`src/rtl/core/ibqm_pkg.sv`:
```
// shared types and constants of the inverse bilinear quad mapper
package ibqm_pkg;

	// saturation limit of coefficients, jacobian entries and residual terms
	localparam int VAL_LIM = 1073741823;

	// width of the signed cramer numerators and determinant
	localparam int NUM_W = 62;

	localparam int CFG_DATA_W = 64;
	localparam int CFG_IDX_W  = 3;

	// reset values of the configuration registers
	localparam logic [19:0] LEN_CSI_RST = 20'd300000;
	localparam logic [19:0] LEN_ETA_RST = 20'd600000;
	localparam logic [24:0] TOL_RST     = 25'd16777;
	localparam logic [6:0]  MAX_IT_RST  = 7'd32;
	localparam logic [6:0]  MAX_IT_CAP  = 7'd64;

	typedef enum logic [2:0] {
		REG_CORNER_ONE,
		REG_CORNER_TWO,
		REG_CORNER_THREE,
		REG_CORNER_FOUR,
		REG_LENGTH_CSI,
		REG_LENGTH_ETA,
		REG_TOLERANCE,
		REG_MAX_ITERATIONS
	} cfg_reg_t;

	// result scaling of the shared multiplier
	typedef enum logic [1:0] {
		MUL_RAW,
		MUL_TRUNC,
		MUL_ROUND
	} mul_mode_t;

	typedef struct packed {
		logic      start;
		mul_mode_t mode;
	} mul_ctl_t;

	typedef enum logic [3:0] {
		ST_IDLE,
		ST_COEF,
		ST_MUL_GO,
		ST_MUL_WAIT,
		ST_DIV_GO0,
		ST_DIV_WAIT0,
		ST_DIV_GO1,
		ST_DIV_WAIT1,
		ST_UPDATE,
		ST_OUT
	} seq_state_t;

	// multiply steps of one newton iteration, then the two metre scalings
	typedef enum logic [4:0] {
		MOP_XY,
		MOP_M00,
		MOP_M01,
		MOP_M10,
		MOP_M11,
		MOP_F0A,
		MOP_F0B,
		MOP_F0C,
		MOP_F1A,
		MOP_F1B,
		MOP_F1C,
		MOP_DETA,
		MOP_DETB,
		MOP_N0A,
		MOP_N0B,
		MOP_N1A,
		MOP_N1B,
		MOP_CSI,
		MOP_ETA
	} mop_t;

endpackage

```
`src/rtl/core/ibqm_mul.sv`:
```
// multi-cycle signed multiplier, 16 bits of one operand per cycle
module ibqm_mul #(
	parameter int FRAC_BITS = 30,
	parameter int MAG_W     = 37
) (
	input  logic                   clk,
	input  logic                   arst_n,
	input  ibqm_pkg::mul_ctl_t     ctl,
	input  logic signed [MAG_W:0]  a,
	input  logic signed [MAG_W:0]  b,
	output logic                   done,
	output logic signed [2*MAG_W:0] p
);
	import ibqm_pkg::*;

	localparam int K  = (MAG_W + 15) / 16;
	localparam int BW = 16 * K;
	localparam int PW = MAG_W + BW;
	localparam int RW = 2 * MAG_W + 1;
	localparam int CW = (K > 1) ? $clog2(K) : 1;

	logic [MAG_W-1:0]    amag_q;
	logic [BW-1:0]       bsh_q;
	logic [PW-1:0]       acc_q;
	logic                neg_q;
	mul_mode_t           mode_q;
	logic [CW-1:0]       cnt_q;
	logic                run_q;
	logic                fin_q;
	logic                done_q;
	logic signed [RW-1:0] p_q;

	logic [MAG_W:0]      a_abs;
	logic [MAG_W:0]      b_abs;
	logic [MAG_W+15:0]   part;
	logic [PW-1:0]       acc_nx;
	logic [RW-1:0]       mag;
	logic [RW-1:0]       m;
	logic signed [RW-1:0] p_nx;

	assign a_abs  = a[MAG_W] ? (MAG_W+1)'(-a) : (MAG_W+1)'(a);
	assign b_abs  = b[MAG_W] ? (MAG_W+1)'(-b) : (MAG_W+1)'(b);
	assign part   = amag_q * bsh_q[BW-1 -: 16];
	assign acc_nx = {acc_q[PW-17:0], 16'h0000} + PW'(part);
	assign mag    = RW'(acc_q[2*MAG_W-1:0]);

	always_comb begin
		case (mode_q)
			MUL_RAW:   m = mag;
			MUL_TRUNC: m = mag >> FRAC_BITS;
			MUL_ROUND: m = (mag + (RW'(1) << FRAC_BITS)) >> (FRAC_BITS + 1);
			default:   m = mag;
		endcase
		p_nx = neg_q ? -$signed(m) : $signed(m);
	end

	always_ff @(posedge clk or negedge arst_n) begin
		if (!arst_n) begin
			run_q  <= 1'b0;
			fin_q  <= 1'b0;
			done_q <= 1'b0;
			cnt_q  <= '0;
		end else begin
			done_q <= 1'b0;
			if (ctl.start) begin
				run_q <= 1'b1;
				cnt_q <= CW'(K - 1);
			end else if (run_q) begin
				if (cnt_q == '0) begin
					run_q <= 1'b0;
					fin_q <= 1'b1;
				end else begin
					cnt_q <= cnt_q - 1'b1;
				end
			end
			if (fin_q) begin
				fin_q  <= 1'b0;
				done_q <= 1'b1;
			end
		end
	end

	always_ff @(posedge clk) begin
		if (ctl.start) begin
			amag_q <= a_abs[MAG_W-1:0];
			bsh_q  <= BW'(b_abs[MAG_W-1:0]);
			acc_q  <= '0;
			neg_q  <= a[MAG_W] ^ b[MAG_W];
			mode_q <= ctl.mode;
		end else if (run_q) begin
			acc_q <= acc_nx;
			bsh_q <= bsh_q << 16;
		end
		if (fin_q) begin
			p_q <= p_nx;
		end
	end

	assign done = done_q;
	assign p    = p_q;

endmodule

```
`config.mk`:
```
export PLATFORM = sky130hd
export DESIGN_NAME = ibqm_mul
export DESIGN_NICKNAME = d
export VERILOG_FILES = /design/src/rtl/core/ibqm_pkg.sv /design/src/rtl/core/ibqm_mul.sv
export SDC_FILE = /design/constraint.sdc
export NUM_CORES = 2
export LEC_CHECK = 0
export BUFFER_PORTS_ARGS = -buffer_cell sky130_fd_sc_hd__buf_2
export CORE_MARGIN = 3
export CORE_UTILIZATION = 60
export CTS_BUF_LIST = sky130_fd_sc_hd__clkbuf_16
export DETAILED_ROUTE_END_ITERATION = 16
export PLACE_DENSITY = 0.78
export SLEW_MARGIN = 10
export SYNTH_ARGS = -nofsm -noshare
export SYNTH_HDL_FRONTEND = slang
export SYNTH_SLANG_ARGS = --single-unit
```
`constraint.sdc`:
```
create_clock -name clk -period 9 [get_ports clk]
set_input_delay 0 -clock clk [delete_from_list [all_inputs] [get_ports clk]]
set_output_delay 0 -clock clk [all_outputs]
set_load 0.02 [all_outputs]
```
==> Word-level counts from Yosys, hierarchy flattened <==
Index checks and enable logic that the tools add are counted.
{ "word_totals": {"out_inout_bits": 76, "elab_cells": 42, "reg_bits": 242, "inputBits": 81} }
{ "op_classes": {"bitwise": 1, "add_sub_neg": 6, "n_mul": 1, "n_eq_ne": 3, "n_mux": 17, "reduce_logical": 3} }
{ "op_table": {"columns": ["cell", "n"], "rows": [
  ["$mux 37", 4],
  ["$pmux 74 s2", 1],
  ["$add 74x31->75 const B", 1],
  ["$mux 75", 1],
  ["$neg 74->75", 1],
  ["$add 74x53->74", 1],
  ["$neg 37->37", 2],
  ["$mul 37x16->53", 1],
  ["$mux 1", 8],
  ["$mux 2", 3],
  ["$eq 2x1->1 const B", 1],
  ["$eq 2x2->1 const B", 1],
  ["$logic_not 2->1", 1],
  ["$ne 2x2->1 const B", 1],
  ["$reduce_and 2->1", 1],
  ["$reduce_bool 2->1", 1],
  ["$sub 2x1->2 const B", 1],
  ["$xor 1x1->1", 1]
]} }

==> Logic depth before layout (Yosys ltp) <==
{ "depth": {"depth_word": 5, "ltp_mapped": 29, "ltp_nobuf": 25} }

==> Worst setup path after synthesis <==
OpenSTA, ideal clock, no wires.
{ "synth_timing": {"kind": "register to register", "start": "register bsh_q[41]", "end": "register acc_q[68]", "setup_ns": 0.086, "n_path_buf": 4, "required_ns": 8.914, "setup_slack_ns": 1.863, "arrival_ns": 7.052, "synth_period_minus_slack_ns": 7.137, "path_stages_with_launch": 27, "path_cell_list": "dfxtp_1 -> clkbuf_1 -> clkbuf_1 -> nand2_1 -> fa_1 -> inv_1 -> fa_1 -> fa_1 -> fa_1 -> fa_1 -> inv_1 -> fa_1 -> inv_1 -> ha_1 -> clkbuf_1 -> and3_1 -> and3_1 -> a221oi_1 -> or2_2 -> a31o_2 -> o41ai_1 -> a211o_1 -> and2_1 -> clkbuf_1 -> nand4_1 -> xor2_1 -> a211oi_1"} }
{ "synth_between": {"elab_chain_len": 2} }
{ "synth_lines": {"columns": ["element", "line_no", "source"], "rows": [
  ["from (decl)", "ibqm_mul.sv:23", "logic [BW-1:0] bsh_q;"],
  ["from (signal assigned)", "ibqm_mul.sv:86", "bsh_q <= BW'(b_abs[MAG_W-1:0]);"],
  ["from (signal assigned)", "ibqm_mul.sv:92", "bsh_q <= bsh_q << 16;"],
  ["$mul 37x16->53", "ibqm_mul.sv:43", "assign part = amag_q * bsh_q[BW-1 -: 16];"],
  ["$add 74x53->74", "ibqm_mul.sv:44", "assign acc_nx = {acc_q[PW-17:0], 16'h0000} + PW'(part);"],
  ["to (signal assigned)", "ibqm_mul.sv:91", "acc_q <= acc_nx;"],
  ["to (decl)", "ibqm_mul.sv:24", "logic [PW-1:0] acc_q;"]
]} }
No other way between the ends.
A chain may end at the register's enable or synchronous reset.

==> Worst setup path after layout <==
Ends and elaborated chain as after synthesis.

==> impl_metrics.env <==
export IMPL_status="finished, final reports clean"
export IMPL_drv_slew=0
export IMPL_hold_path_class="input port to flip-flop"
export IMPL_root_buffer="clkbuf_16"
export IMPL_synth_edf_count=152
export IMPL_setup_violations_final=0
export IMPL_worstReg2RegStart="bsh_q[41]"
export IMPL_period_share_pct=90.6
export IMPL_slew_headroom_pct=28.2
export IMPL_setup_slack_ns=0.849
export IMPL_cts_sinks=242
export IMPL_final_cell_mix="inv_1 (700), nand2_1 (566), fa_1 (525), and2_1 (252), nor2_1 (157)"
export IMPL_path_max_fanout=15
export IMPL_dieHeight_microns=245
export IMPL_initial_core_util_pct=60.8
export IMPL_crit_path_end_kind="flip-flop"
export IMPL_cts_max_level=1
export IMPL_dp_slack_ns=0.937
export IMPL_grt_pass1_vias=29700
export IMPL_core_area_sq_um=56500
export IMPL_area_growth_pct=9.52
export IMPL_drcViolationCount=0
export IMPL_min_from="a[37]"
export IMPL_routedWlPerCell_microns=20.2
export IMPL_rows=87
export IMPL_placement_io_buffers=156
export IMPL_drt_iter0_drc=2901
export IMPL_gr_total_overflow=0
export IMPL_setup_tns_ns=0
export IMPL_syn_instance_count=3903
export IMPL_gp_congestion=0.963
export IMPL_ys_seq_area_share_pct=18.6
export IMPL_antenna_left=0
export IMPL_vias=28600
export IMPL_nets=4760
export IMPL_syn_cell_area_sq_um=34300
export IMPL_grt_pass1_wl_mm=157
export IMPL_clock_skew_ns=0.0480
export IMPL_antenna_found_initial=2
export IMPL_path_clk_slew_ns=0.07
export IMPL_vias_per_cell=5.98
export IMPL_cts_tree="yes"
export IMPL_drive_above_1_share_pct=7.00
export IMPL_crit_start="bsh_q[41]"
export IMPL_grt_max_degree=101
export IMPL_synthArstFlopShare_pct=2.07
export IMPL_die_w_microns=245
export IMPL_place_hpwl_mm=71.5
export IMPL_drt_wl_total_mm=96.5
export IMPL_yosys_register_bits=242
export IMPL_ioPinCount=157
export IMPL_synth_fp_nets=4657
export IMPL_cp_start_kind="flip-flop"
export IMPL_max_cap_violations=0
export IMPL_numCtsBuffers=28
export IMPL_yosysWarnings=0
export IMPL_criticalPathCategory="flip-flop to flip-flop"
export IMPL_grt_total_usage_pct=32.9
export IMPL_clock_latency_ns=0.62
export IMPL_arrival_ns=8.68
export IMPL_finalHoldViolCount=0
export IMPL_syn_area_per_cell_sq_um=8.80
export IMPL_fill_cells=4489
export IMPL_drtPass1Iterations=6
export IMPL_grt_setup_unrepaired="false"
export IMPL_yosysUniqueCellTypes=88
export IMPL_cts_buffer_depth=3
export IMPL_cp_required_ns=9.53
export IMPL_die_area_sq_um=60100
export IMPL_final_common_cell="inv_1"
export IMPL_period_needed_ns=8.15
export IMPL_worstMarginPinSlew_ns=1.08
export IMPL_synth_ff_type="edfxtp_1"
export IMPL_fmax_mhz=123
==> flip-flops by register name (all words and copies together), names as in the netlist <==
signal	cells
amag_q	37
neg_q	1
done	1
bsh_q	48
acc_q	74
run_q	1
cnt_q	2
p	75
mode_q	2
fin_q	1
==> synthesized netlist by cell type, drive strengths merged (13+ instances only) <==
| master | number | area [sq um] |
|---|---|---|
| nand2b | 22 | 138 |
| nand2 | 566 | 2120 |
| nand4 | 41 | 297 |
| a21oi | 122 | 611 |
| a211oi | 22 | 165 |
| edfxtp | 152 | 4560 |
| o41ai | 17 | 149 |
| o22ai | 13 | 81.3 |
| nor2 | 157 | 589 |
| inv | 697 | 2620 |
| nor4 | 21 | 165 |
| o21ai | 113 | 566 |
| clkbuf | 199 | 747 |
| dfxtp | 85 | 1700 |
| and3 | 24 | 150 |
| and2 | 254 | 1590 |
| fa | 525 | 10500 |
| nor3 | 40 | 215 |
| o31ai | 36 | 270 |
| mux2i | 52 | 521 |
| xor2 | 84 | 736 |
| or3 | 26 | 163 |
| o21a | 13 | 97.6 |
| or4 | 35 | 263 |
| xnor2 | 126 | 1100 |
| ha | 148 | 1850 |
| a31oi | 17 | 106 |
| buf | 39 | 179 |
| a21o | 30 | 225 |
| nand3 | 53 | 270 |
| o221ai | 18 | 164 |
==> logic make-up (layout without fill, tap and decap cells) <==
family / count (synthesis) / after routing / synth area share, %
other cells: 0 / 1 / 0
simple gates: 1283 / 1283 / 18.4
mux: 54 / 54 / 1.58
flops: 242 / 242 / 18.6
xor+xnor: 210 / 210 / 5.36
buf+inv: 937 / 1062 / 10.3
fa+ha+maj: 673 / 673 / 36.0
compound gates: 504 / 504 / 9.73
==> layer usage <==
metal / track usage, % / vias to the layer above / share of wire [%]
li1: - / 12600 / -
met5: 0 / - / 0.013
met4: 16.6 / 2 / 5.8
met3: 5.22 / 373 / 8.8
met2: 54.8 / 1508 / 48
met1: 41.8 / 14100 / 37
==> worst max-delay path, cell delays in order (launching register included) <==
cell and delay [ns]:
dfxtp_1 0.79, buf_4 0.31, nand2_1 0.10, fa_1 0.57, inv_1 0.06, fa_1 0.56
fa_1 0.47, fa_1 0.52, fa_1 0.55, inv_1 0.06, fa_1 0.55, inv_1 0.05
ha_1 0.38, a21oi_1 0.10, o21ai_0 0.40, a221oi_1 0.21, or2_2 0.33, a31o_2 0.29
o41ai_1 0.58, a211o_1 0.32, and2_1 0.29, nand4_1 0.14, xor2_1 0.20, a211oi_1 0.24
==> path summary, 6_finish.rpt <==
kind / end / slack, ns / depth (start not counted)
max: acc_q[68] / 0.85 / 23
min: amag_q[1] / 0.12 / 2
max reg2reg: acc_q[68] / 0.85 / 23
min reg2reg: bsh_q[42] / 0.49 / 2
max in group asynchronous: run_q / 8.42 / 3
min in group asynchronous: done / 0.32 / 3
==> timing repair <==
action	in CTS	in global routing
gates resized for setup	0	0
setup buffers	0	0
hold endpoints to repair	144	0
hold buffers	111	0
==> final cells by class <==
cell class	count	area, sq um	area share [%]
diodes	1	2.50	0.00665
clock buffers	29	726	1.93
clock inverters	23	267	0.709
inverters	699	2620	6.98
multi-input cells	2724	24400	64.9
flip-flops and latches	242	6400	17.0
well taps	756	946	2.52
repair buffers	311	2240	5.95
==> through the flow <==
| step | cell area, sq um | hold slack [ns] | util (%) | instances |
|---|---|---|---|---|
| 3_5_place_dp | 35500 | -0.167 | 62.8 | 4620 |
| 4_1_cts | 37600 | 0.0741 | 66.5 | 4783 |
| 5_1_grt | 37600 | 0.141 | 66.6 | 4784 |
| 6_report | 37600 | 0.124 | 66.6 | 4785 |
| 2_1_floorplan | 34300 | -0.296 | - | 3903 |
| 3_3_place_gp | 35500 | -0.167 | 62.8 | 4620 |
Power is not shown: default switching activity piles up to over one toggle a cycle in this logic, so the estimate is an artifact.
