===== src/rtl/core/ibqm_pkg.sv =====
// shared types and constants of the inverse bilinear quad mapper
package ibqm_pkg;

	// saturation limit of coefficients, jacobian entries and residual terms
	localparam int VAL_LIM = 1073741823;

	// width of the signed cramer numerators and determinant
	localparam int NUM_W = 62;

	localparam int CFG_DATA_W = 64;
	localparam int CFG_IDX_W  = 3;

	// reset values of the configuration registers
	localparam logic [19:0] LEN_CSI_RST = 20'd300000;
	localparam logic [19:0] LEN_ETA_RST = 20'd600000;
	localparam logic [24:0] TOL_RST     = 25'd16777;
	localparam logic [6:0]  MAX_IT_RST  = 7'd32;
	localparam logic [6:0]  MAX_IT_CAP  = 7'd64;

	typedef enum logic [2:0] {
		REG_CORNER_ONE,
		REG_CORNER_TWO,
		REG_CORNER_THREE,
		REG_CORNER_FOUR,
		REG_LENGTH_CSI,
		REG_LENGTH_ETA,
		REG_TOLERANCE,
		REG_MAX_ITERATIONS
	} cfg_reg_t;

	// result scaling of the shared multiplier
	typedef enum logic [1:0] {
		MUL_RAW,
		MUL_TRUNC,
		MUL_ROUND
	} mul_mode_t;

	typedef struct packed {
		logic      start;
		mul_mode_t mode;
	} mul_ctl_t;

	typedef enum logic [3:0] {
		ST_IDLE,
		ST_COEF,
		ST_MUL_GO,
		ST_MUL_WAIT,
		ST_DIV_GO0,
		ST_DIV_WAIT0,
		ST_DIV_GO1,
		ST_DIV_WAIT1,
		ST_UPDATE,
		ST_OUT
	} seq_state_t;

	// multiply steps of one newton iteration, then the two metre scalings
	typedef enum logic [4:0] {
		MOP_XY,
		MOP_M00,
		MOP_M01,
		MOP_M10,
		MOP_M11,
		MOP_F0A,
		MOP_F0B,
		MOP_F0C,
		MOP_F1A,
		MOP_F1B,
		MOP_F1C,
		MOP_DETA,
		MOP_DETB,
		MOP_N0A,
		MOP_N0B,
		MOP_N1A,
		MOP_N1B,
		MOP_CSI,
		MOP_ETA
	} mop_t;

endpackage


===== src/rtl/core/ibqm_div.sv =====
// restoring divider for the newton step, quotient with fraction bits
module ibqm_div #(
	parameter int FRAC_BITS = 30
) (
	input  logic                              clk,
	input  logic                              arst_n,
	input  logic                              start,
	input  logic signed [ibqm_pkg::NUM_W-1:0] num,
	input  logic signed [ibqm_pkg::NUM_W-1:0] den,
	output logic                              done,
	output logic signed [FRAC_BITS+5:0]       step
);
	import ibqm_pkg::*;

	localparam int QW  = FRAC_BITS + 4;
	localparam int SOW = FRAC_BITS + 6;
	localparam int DM  = NUM_W;
	localparam int CW  = $clog2(QW);
	localparam logic signed [SOW-1:0] STEP_LIM = {2'b01, {QW{1'b0}}};

	logic [DM:0]          r_q;
	logic [DM+2:0]        dd_q;
	logic [DM-1:0]        d_q;
	logic [QW-1:0]        q_q;
	logic [CW-1:0]        cnt_q;
	logic                 neg_q;
	logic                 chk_q;
	logic                 run_q;
	logic                 fin_q;
	logic                 done_q;
	logic signed [SOW-1:0] step_q;

	logic [DM-1:0]        n_abs;
	logic [DM-1:0]        d_abs;
	logic                 big;
	logic                 phase2;
	logic [DM:0]          tr;
	logic                 ge;
	logic [DM:0]          sub;
	logic signed [SOW-1:0] qs;

	assign n_abs  = num[DM-1] ? DM'(-num) : DM'(num);
	assign d_abs  = den[DM-1] ? DM'(-den) : DM'(den);
	// quotient of 16 or more saturates
	assign big    = (DM+4)'(r_q) >= {d_q, 4'b0000};
	assign phase2 = cnt_q >= CW'(4);
	assign tr     = phase2 ? {r_q[DM-1:0], 1'b0} : r_q;
	assign ge     = (DM+3)'(tr) >= dd_q;
	assign sub    = tr - dd_q[DM:0];
	assign qs     = $signed({2'b00, q_q});

	always_ff @(posedge clk or negedge arst_n) begin
		if (!arst_n) begin
			chk_q  <= 1'b0;
			run_q  <= 1'b0;
			fin_q  <= 1'b0;
			done_q <= 1'b0;
			cnt_q  <= '0;
		end else begin
			done_q <= 1'b0;
			if (start) begin
				if (den == '0) begin
					done_q <= 1'b1;
				end else begin
					chk_q <= 1'b1;
				end
			end
			if (chk_q) begin
				chk_q <= 1'b0;
				if (big) begin
					done_q <= 1'b1;
				end else begin
					run_q <= 1'b1;
					cnt_q <= '0;
				end
			end
			if (run_q) begin
				if (cnt_q == CW'(QW - 1)) begin
					run_q <= 1'b0;
					fin_q <= 1'b1;
				end else begin
					cnt_q <= cnt_q + 1'b1;
				end
			end
			if (fin_q) begin
				fin_q  <= 1'b0;
				done_q <= 1'b1;
			end
		end
	end

	always_ff @(posedge clk) begin
		if (start) begin
			r_q    <= {1'b0, n_abs};
			d_q    <= d_abs;
			neg_q  <= (num[DM-1] == den[DM-1]);
			step_q <= '0;
		end
		if (chk_q) begin
			dd_q <= {d_q, 3'b000};
			if (big) begin
				step_q <= neg_q ? -STEP_LIM : STEP_LIM;
			end
		end
		if (run_q) begin
			r_q <= ge ? sub : tr;
			q_q <= {q_q[QW-2:0], ge};
			if (cnt_q < CW'(3)) begin
				dd_q <= dd_q >> 1;
			end
		end
		if (fin_q) begin
			step_q <= neg_q ? -qs : qs;
		end
	end

	assign done = done_q;
	assign step = step_q;

endmodule


===== config.mk =====
export PLATFORM = sky130hd
export DESIGN_NAME = ibqm_div
export DESIGN_NICKNAME = d
export VERILOG_FILES = /design/src/rtl/core/ibqm_pkg.sv /design/src/rtl/core/ibqm_div.sv
export SDC_FILE = /design/constraint.sdc
export NUM_CORES = 1
export LEC_CHECK = 0
export BUFFER_PORTS_ARGS = -buffer_cell sky130_fd_sc_hd__buf_4
export CORE_ASPECT_RATIO = 0.8
export CORE_UTILIZATION = 25
export CTS_BUF_LIST = sky130_fd_sc_hd__clkbuf_8
export DETAILED_ROUTE_END_ITERATION = 10
export PLACE_DENSITY = 0.43
export SLEW_MARGIN = 20
export SYNTH_ARGS = -nofsm -noshare
export SYNTH_HDL_FRONTEND = slang
export SYNTH_SLANG_ARGS = --single-unit

===== constraint.sdc =====
create_clock -name clk -period 12.3 [get_ports clk]
set_input_delay 2.46 -clock clk [delete_from_list [all_inputs] [get_ports clk]]
set_output_delay 2.46 -clock clk [all_outputs]
set_load 0.005 [all_outputs]

# == Word-level counts from Yosys, hierarchy flattened ==
# Index checks and enable logic that the tools add are counted.
# classes
n_addsub,5
n_mul,0
div_mod_pow,0
magnitude_cmp,4
n_eq_ne,2
n_shift,0
muxes,34
bitwise_logic,0
reduce_logical,2
# op_table
op,count
$mux 63,4
$mux 36,6
$mux 65,3
$neg 62->62,2
$ge 63x66->1,1
$ge 63x65->1,1
$sub 63x63->63,1
$logic_not 62->1,1
$mux 62,1
$mux 61,1
$neg 34->36,1
$mux 6,4
$mux 1,15
$add 6x1->6 const B,1
$eq 6x6->1 const B,1
$ge 6x3->1 const B,1
$lt 6x2->1 const B,1
$reduce_bool 2->1,1
$eq 1x1->1,1
# totals
register_bits,271
latch_bits,0
mem_bits_rw,0
romBits,0
mem_count,0

# == Longest topological paths before layout ==
# Gate-level depths: netlist of run 1.
# depth
word_depth,6
ltp_mapped,18
ltp_nobuf,15

# == Worst setup path after synthesis of run 1 ==
# OpenSTA, ideal clock, no wires.
# synth_path
kind,in2reg
start,input port den[11] in the netlist's numbering
end,"register d_q[59], data pin"
setup_ns,0.258
arrival_time_ns,5.333
required_ns,12.042
slack_ns,6.709
stages,10
path_buffers,0
path_cell_list,or4_4 > nor4b_4 > nand3_2 > or3_4 > or2_4 > or3_4 > or3_4 > or3_4 > o31ai_4 > xnor2_1
# synth_between
elab_chain_cells,2
# synth_rtl
item,line,source
"start, declared",ibqm_div.sv:9,"input logic signed [ibqm_pkg::NUM_W-1:0] den,"
$neg 62->62,ibqm_div.sv:43,assign d_abs = den[DM-1] ? DM'(-den) : DM'(den);
$mux 61,ibqm_div.sv:43,
via d_abs[59],ibqm_div.sv:34,logic [DM-1:0] d_abs;
"end signal, assigned",ibqm_div.sv:95,d_q <= d_abs;
"end, declared",ibqm_div.sv:23,logic [DM-1:0] d_q;
# The timed path passes the listed nets, and every way through them passes these cells.
# A chain may end at the register's enable or synchronous reset.

# == Final worst setup path of run 1 ==
# layout_path
start,register cnt_q[4]
end,"register r_q[43], data pin"
# layout_between
elab_chain_cells,5
# layout_rtl
item,line,source
"start, declared",ibqm_div.sv:25,logic [CW-1:0] cnt_q;
"start signal, assigned",ibqm_div.sv:82,cnt_q <= cnt_q + 1'b1;
$ge 6x3->1 (*),ibqm_div.sv:46,assign phase2 = cnt_q >= CW'(4);
$mux 63 (*),ibqm_div.sv:47,"assign tr = phase2 ? {r_q[DM-1:0], 1'b0} : r_q;"
$sub 63x63->63 / $ge 63x65->1 (equally long branches),"ibqm_div.sv:49, ibqm_div.sv:48",
$mux 63 (*),ibqm_div.sv:106,r_q <= ge ? sub : tr;
$mux 63 (*),ibqm_div.sv:105,if (run_q) begin
"end signal, assigned",ibqm_div.sv:94,"r_q <= {1'b0, n_abs};"
"end signal, assigned",ibqm_div.sv:106,
"end, declared",ibqm_div.sv:21,logic [DM:0] r_q;
# Every way passes the cells marked *; elsewhere a longest branch is shown, timed or not.

==> results.ini, run 1 <==
[synthesis]
syn_area_sq_um=19830
synth_nets=2487
synth-compound-area-share=0.2040
synth.distinct_cells=76
yosys.area_share.adder=0.08179
netlist_instances=2231
synth_top_area_frac=0.2423
synth-seq-cells=271
yosys.area.top_type=edfxtp_1
synthMuxAreaShare=0.07207
synthTopCellsByArea=edfxtp_1, dfxtp_1, ha_1, xnor2_1, a21oi_1
seq_area_frac_synth=0.3569
synth.avg_cell_area_sq_um=8.887
synth_top_family_by_area=compound AO/OA/AOI/OAI gates
synth_edf_count=160
synth-simple-area-share=0.1427
synth_ff_type=edfxtp_1
yosys_warnings=0
async_flop_share=0.03690
synth_xor_xnor_area_share=0.08968

[timing]
report.final.slew_viol_count=0
setup_viol=0
hold_viol=0
setup_tns_ns=0
fin_crit_ns=6.511
period_share=0.5294
rsz0062_at_grt=false
clock_skew_ns=0.04595
worstMarginPinSlew_ns=0.9576
slew_headroom=0.3576
clock.fmax_mhz=153.6

[pwr]
p_per_area_nw_per_um2=319.0
total_power_mw=7.367
p_leak_nw=9.436
ir_drop_v=0.0001249

[cells_and_area]
seq_area_sq_um=7084
syn_to_final_growth_pct=16.49
fillerInstances=8284
drive_gt1_frac=0.1464
final_area_sq_um=23100
multi_input_area_sq_um=11720
num-nets-final=2605

[global_route]
grt_first_pass_wirelength_um=100300
grt_util_met1=0.2416
grt_max_degree=78
grtUsageMet2=0.2388
grt_overflow=0
grt_pass1_vias=16580
grt_util_all_layers=0.1619
busiest_layer=met1
grt_util_met3=0.02807
antenna_found_initial=3

[place]
gp_congestion=0.8844
postPlaceCellArea_sq_um=22040
post-dp-hpwl_um=50680
port_buffers=163

[clock_tree]
cts_setup_buffers=0
h-tree-depth=2
clk_pin_slew_worst_paths_ns=0.06
cts_buffer_depth=3
cts_num_sinks=271
ctsResizeCount=0
cts_hold_buf=0
cts_made_buffers=51
cts-root-buf=clkbuf_8
insertion_delay_ns=0.69
cts_tree=built

[route]
drt_wl_total_um=65940
vias_per_cell=4.995
detail-route-antenna-nets=0
drt_iter0_drc=1207
routedWlPerCell_um=19.30
vias=17060
drc_errors=0
firstDrtPassIters=5

[setup_path]
reg2reg_slack_ns=5.79
path_max_fanout=57
startpoint_type=flop
required_ns=12.65
path_class=reg -> reg
crit_path_end_kind=flop
cp.arrival_ns=6.86

[floorplan]
placementRows=91
die_h_um=253.9
dieArea_sq_um=80440
io_pins=164
start_util=0.2550
die_x_um=316.9
core_sq_um=77770

[flow_run]
cap_violations=0

[status]
outcome=complete, no violations

[min_path]
hp-class=reg -> reg

[power breakdown]
part	total [mW]	internal, mW	leakage [nW]	switching [mW]
Combinational	4.70	1.86	6.25	2.83
Sequential	1.77	1.45	2.59	0.312
Clock	0.905	0.469	0.603	0.436
[area by class of cell]
class,count,share of cell area
Inverter,164,0.02665
Tap cell,1023,0.05542
Multi-Input combinational cell,1682,0.5074
Antenna cell,2,0.0002167
Clock inverter,35,0.008722
Sequential cell,271,0.3067
Timing Repair Buffer,179,0.05905
Clock buffer,60,0.03575
[per-stage QoR]
| stage | utilization | hold WS, ns | std cells | worst slack, ns |
|---|---|---|---|---|
| after global routing | 0.2970 | 0.4984 | 3415 | 5.289 |
| after CTS | 0.2966 | 0.4515 | 3413 | 5.722 |
| after global placement | 0.2834 | 0.4707 | 3318 | 5.877 |
| after floorplan | - | 0.4515 | 2231 | 6.709 |
| after detailed placement | 0.2834 | 0.4678 | 3318 | 5.800 |
| final | 0.2970 | 0.4701 | 3416 | 5.789 |
[placed cells by master (no fill, tap or decap), types with 28 or more instances in the layout]
cell type  instances
a21o_1            60
a21oi_1          191
a22o_1            35
buf_4            178
clkbuf_8          60
dfxtp_1          101
edfxtp_1         160
ha_1             128
inv_1            180
mux2_2            62
mux2i_1           73
nand2_1          164
nand3_1           28
nand4_1           43
nor2_1           167
nor3_1            30
o21ai_0          156
o31ai_1           45
or3_1             30
xnor2_1          162
xor2_1            41
[flip-flops by register name, summed over array words and instances (netlist names)]
signal	count
dd_q	65
r_q	63
d_q	62
step	36
q_q	34
cnt_q	6
chk_q	1
done	1
fin_q	1
neg_q	1
run_q	1
[cell families (layout without fill, tap and decap cells)]
| group | count (synthesis) | count (layout) |
|---|---|---|
| fa+ha+maj | 129 | 129 |
| flops | 271 | 271 |
| compound gates | 636 | 636 |
| other cells | 0 | 2 |
| mux | 135 | 135 |
| buf+inv | 278 | 438 |
| simple gates | 579 | 579 |
| xor+xnor | 203 | 203 |
[synthesized netlist by cell type, drive strengths merged, types with 12 or more instances]
| cell type | count |
|---|---|
| a21oi | 191 |
| nor2 | 167 |
| nand2 | 164 |
| inv | 163 |
| xnor2 | 162 |
| edfxtp | 160 |
| o21ai | 159 |
| ha | 128 |
| clkbuf | 106 |
| dfxtp | 101 |
| mux2i | 73 |
| mux2 | 62 |
| a21o | 60 |
| o31ai | 46 |
| nand4 | 43 |
| xor2 | 41 |
| a22o | 35 |
| or3 | 34 |
| nor3 | 32 |
| nand3 | 29 |
| or4 | 24 |
| a31oi | 23 |
| o41ai | 22 |
| nand2b | 19 |
| nor4 | 17 |
| o211ai | 15 |
| o21bai | 12 |
[critical path, cell delays in order, from the launching register on]
cell,delay (ns)
dfrtp_1,0.44
nor4_2,0.31
buf_4,0.37
buf_4,0.57
mux2_2,0.41
ha_1,0.40
nand3_1,0.17
o21ba_2,0.28
o21ai_0,0.09
a31oi_1,0.39
o21ai_0,0.30
o41ai_2,0.72
a41oi_2,0.24
inv_2,0.48
buf_4,0.63
mux2i_1,0.25
a21oi_1,0.08
[path summary, 6_finish.rpt]
path / start / to / cells past startpoint
max: cnt_q[4]$_DFF_PN0_ / r_q[43]$_DFFE_PP_ / 16
min: dd_q[21]$_DFF_P_ / dd_q[20]$_DFF_P_ / 2
max reg2reg: cnt_q[4]$_DFF_PN0_ / r_q[43]$_DFFE_PP_ / 16
min reg2reg: dd_q[21]$_DFF_P_ / dd_q[20]$_DFF_P_ / 2
max in group asynchronous: arst_n / chk_q$_DFF_PN0_ / 1
min in group asynchronous: arst_n / cnt_q[4]$_DFF_PN0_ / 1
[per-layer routing]
layer / part of all wire / up-vias / wire, um
met5: 0 / - / 0
met2: 0.42 / 382 / 27620
met3: 0.053 / 66 / 3509
met1: 0.51 / 8241 / 33760
met4: 0.016 / 0 / 1054
li1: - / 8375 / -
Note: power is estimated with default switching activity, not from simulation.
==> run 2: changes to the inputs <==
==> constraint.sdc (replaced) <==
create_clock -name clk -period 6 [get_ports clk]
set_input_delay 1.2 -clock clk [delete_from_list [all_inputs] [get_ports clk]]
set_output_delay 1.2 -clock clk [all_outputs]
set_load 0.005 [all_outputs]
==> results.ini, run 2 (synthesis gave the netlist of run 1 again) <==
[route]
drc_errors=0  ; unchanged
vias_per_cell=4.977  ; -0.36%
drt_iter0_drc=1249  ; +3.5%
routedWlPerCell_um=19.16  ; -0.72%
vias=17060  ; -0.041%
drt_wl_total_um=65670  ; -0.40%
firstDrtPassIters=5  ; unchanged
detail-route-antenna-nets=0  ; unchanged

[timing]
clock.fmax_mhz=189.4  ; +23%
clock_skew_ns=0.06840  ; +0.02246 ns
slew_headroom=0.2978  ; -0.05983
fin_crit_ns=5.280  ; -1.231 ns
setup_viol=0  ; unchanged
worstMarginPinSlew_ns=1.053  ; +0.09567 ns
hold_viol=0  ; unchanged
rsz0062_at_grt=false
report.final.slew_viol_count=0  ; unchanged
period_share=0.8800  ; +0.3507
setup_tns_ns=0  ; unchanged

[cells_and_area]
layout_commonest_cell=a21oi_1
seq_area_sq_um=7084  ; unchanged
final_cell_mix=a21oi_1, inv_1, buf_4
num-nets-final=2613  ; +0.31%
multi_input_area_sq_um=11720  ; about the same
final_cells=3427  ; +0.32%
fillerInstances=8254  ; -0.36%
top_register=dd_q
largest_register_ffs=65  ; unchanged
top_regs=dd_q (65), r_q (63), d_q (62)
final_area_sq_um=23260  ; +0.73%
syn_to_final_growth_pct=17.34
drive_gt1_frac=0.1487  ; +0.002306

[clock_tree]
cts_made_buffers=52  ; +2.0%
cts_num_sinks=271  ; unchanged
ctsResizeCount=0  ; unchanged
insertion_delay_ns=0.66  ; -0.03 ns
cts_tree=built
cts_hold_buf=0  ; unchanged
h-tree-depth=2  ; unchanged
cts_setup_buffers=0  ; unchanged
cts_buffer_depth=3  ; unchanged
cts-root-buf=clkbuf_8
clk_pin_slew_worst_paths_ns=0.07  ; about the same

[setup_path]
reg2reg_slack_ns=0.72  ; -5.07 ns
path_max_fanout=36  ; -37%
required_ns=6.33  ; -6.32 ns
timing.rr.start=cnt_q[2]$_DFF_PN0_
cp.arrival_ns=5.61  ; -1.25 ns
startpoint_type=flop
crit_path_end_kind=flop
timing.rr.end=r_q[56]$_DFFE_PP_
reg2reg_depth=14  ; -2
path_class=reg -> reg

[global_route]
grt_pass1_vias=16430  ; -0.92%
grt_util_all_layers=0.1606  ; -0.001337
grt_max_degree=81  ; +3.8%
grt_first_pass_wirelength_um=99890  ; -0.38%
antenna_found_initial=4  ; +1
grt_overflow=0  ; unchanged

[place]
post-dp-hpwl_um=50820  ; +0.28%
postPlaceCellArea_sq_um=22130  ; +0.42%
place_inst=3325  ; +0.21%
gp_congestion=0.9134  ; +3.3%
port_buffers=163  ; unchanged

[floorplan]
start_util=0.2550  ; unchanged
placementRows=91  ; unchanged
die_h_um=253.9  ; unchanged
core_sq_um=77770  ; unchanged
io_pins=164  ; unchanged
die_x_um=316.9  ; unchanged
dieArea_sq_um=80440  ; unchanged

[pwr]
p_leak_nw=9.529  ; +0.98%
p_per_area_nw_per_um2=661.4  ; +110%
ir_drop_v=0.0002354  ; +88%

[min_path]
hp-class=in -> async

[flow_run]
cap_violations=0  ; unchanged

[status]
outcome=complete, no violations

run 2: changes by cell type in the layout (fill, tap and decap cells not counted), moves of 3 or more:
cell       previous run  this run
buf_4               178       182
bufinv_16             1         4
inv_1               180       184
buf_12                0         3
clkinv_2              9         5
run 2: through the flow:
| stage | util | worst slack, ns | power [mW] | hold WS (ns) |
|---|---|---|---|---|
| floorplan | - | 0.9401 | 10.63 | 0.4515 |
| global placement | 0.2845 | 0.5539 | 13.29 | 0.4667 |
| detailed placement | 0.2846 | 0.5242 | 13.29 | 0.4650 |
| CTS | 0.2989 | 0.7303 | 15.42 | 0.3031 |
| global route | 0.2991 | 0.4368 | 16.73 | 0.3337 |
| finish | 0.2991 | 0.7199 | 15.39 | 0.3646 |
run 2: how the worst max path moves through the flow:
stage	start	end
floorplan	cnt_q[4]$_DFF_PN0_	r_q[51]$_DFFE_PP_
global placement	num[35]	r_q[49]$_DFFE_PP_
detailed placement	num[35]	r_q[49]$_DFFE_PP_
CTS	cnt_q[2]$_DFF_PN0_	r_q[56]$_DFFE_PP_
global route	cnt_q[2]$_DFF_PN0_	r_q[56]$_DFFE_PP_
finish	cnt_q[2]$_DFF_PN0_	r_q[56]$_DFFE_PP_
run 2: cell type report:
cell class / instances / share of cell area
multi-input combinational: 1682 / 0.5039
sequential: 271 / 0.3045
timing repair buffer: 186 / 0.06196
tap: 1023 / 0.05502
clock buffer: 61 / 0.03609
inverter: 164 / 0.02646
clock inverter: 37 / 0.01172
antenna: 3 / 0.0003227
run 2: per-layer routing:
layer  up-vias  wire (um)  global-route usage
met5         -         11                   0
met4         2       1235             0.04121
met3        75       3881             0.03199
met2       389      27000              0.2301
met1      8184      33550              0.2405
li1       8407          -                   -
run 2: power by group:
part	internal (mW)	switching [mW]
Clock	1.10	0.906
Combinational	3.91	5.79
Sequential	2.98	0.696
run 2: worst max-delay path, cell delays in order (launching register included):
cell	delay [ns]
dfrtp_1	0.45
nor4_2	0.38
buf_12	0.27
mux2_2	0.39
ha_1	0.45
nand4_1	0.20
or3_1	0.41
or4b_2	0.63
o211a_1	0.20
a21oi_1	0.23
o31ai_1	0.21
o31ai_1	0.64
mux2i_1	0.25
o21ai_0	0.10
a21boi_0	0.13
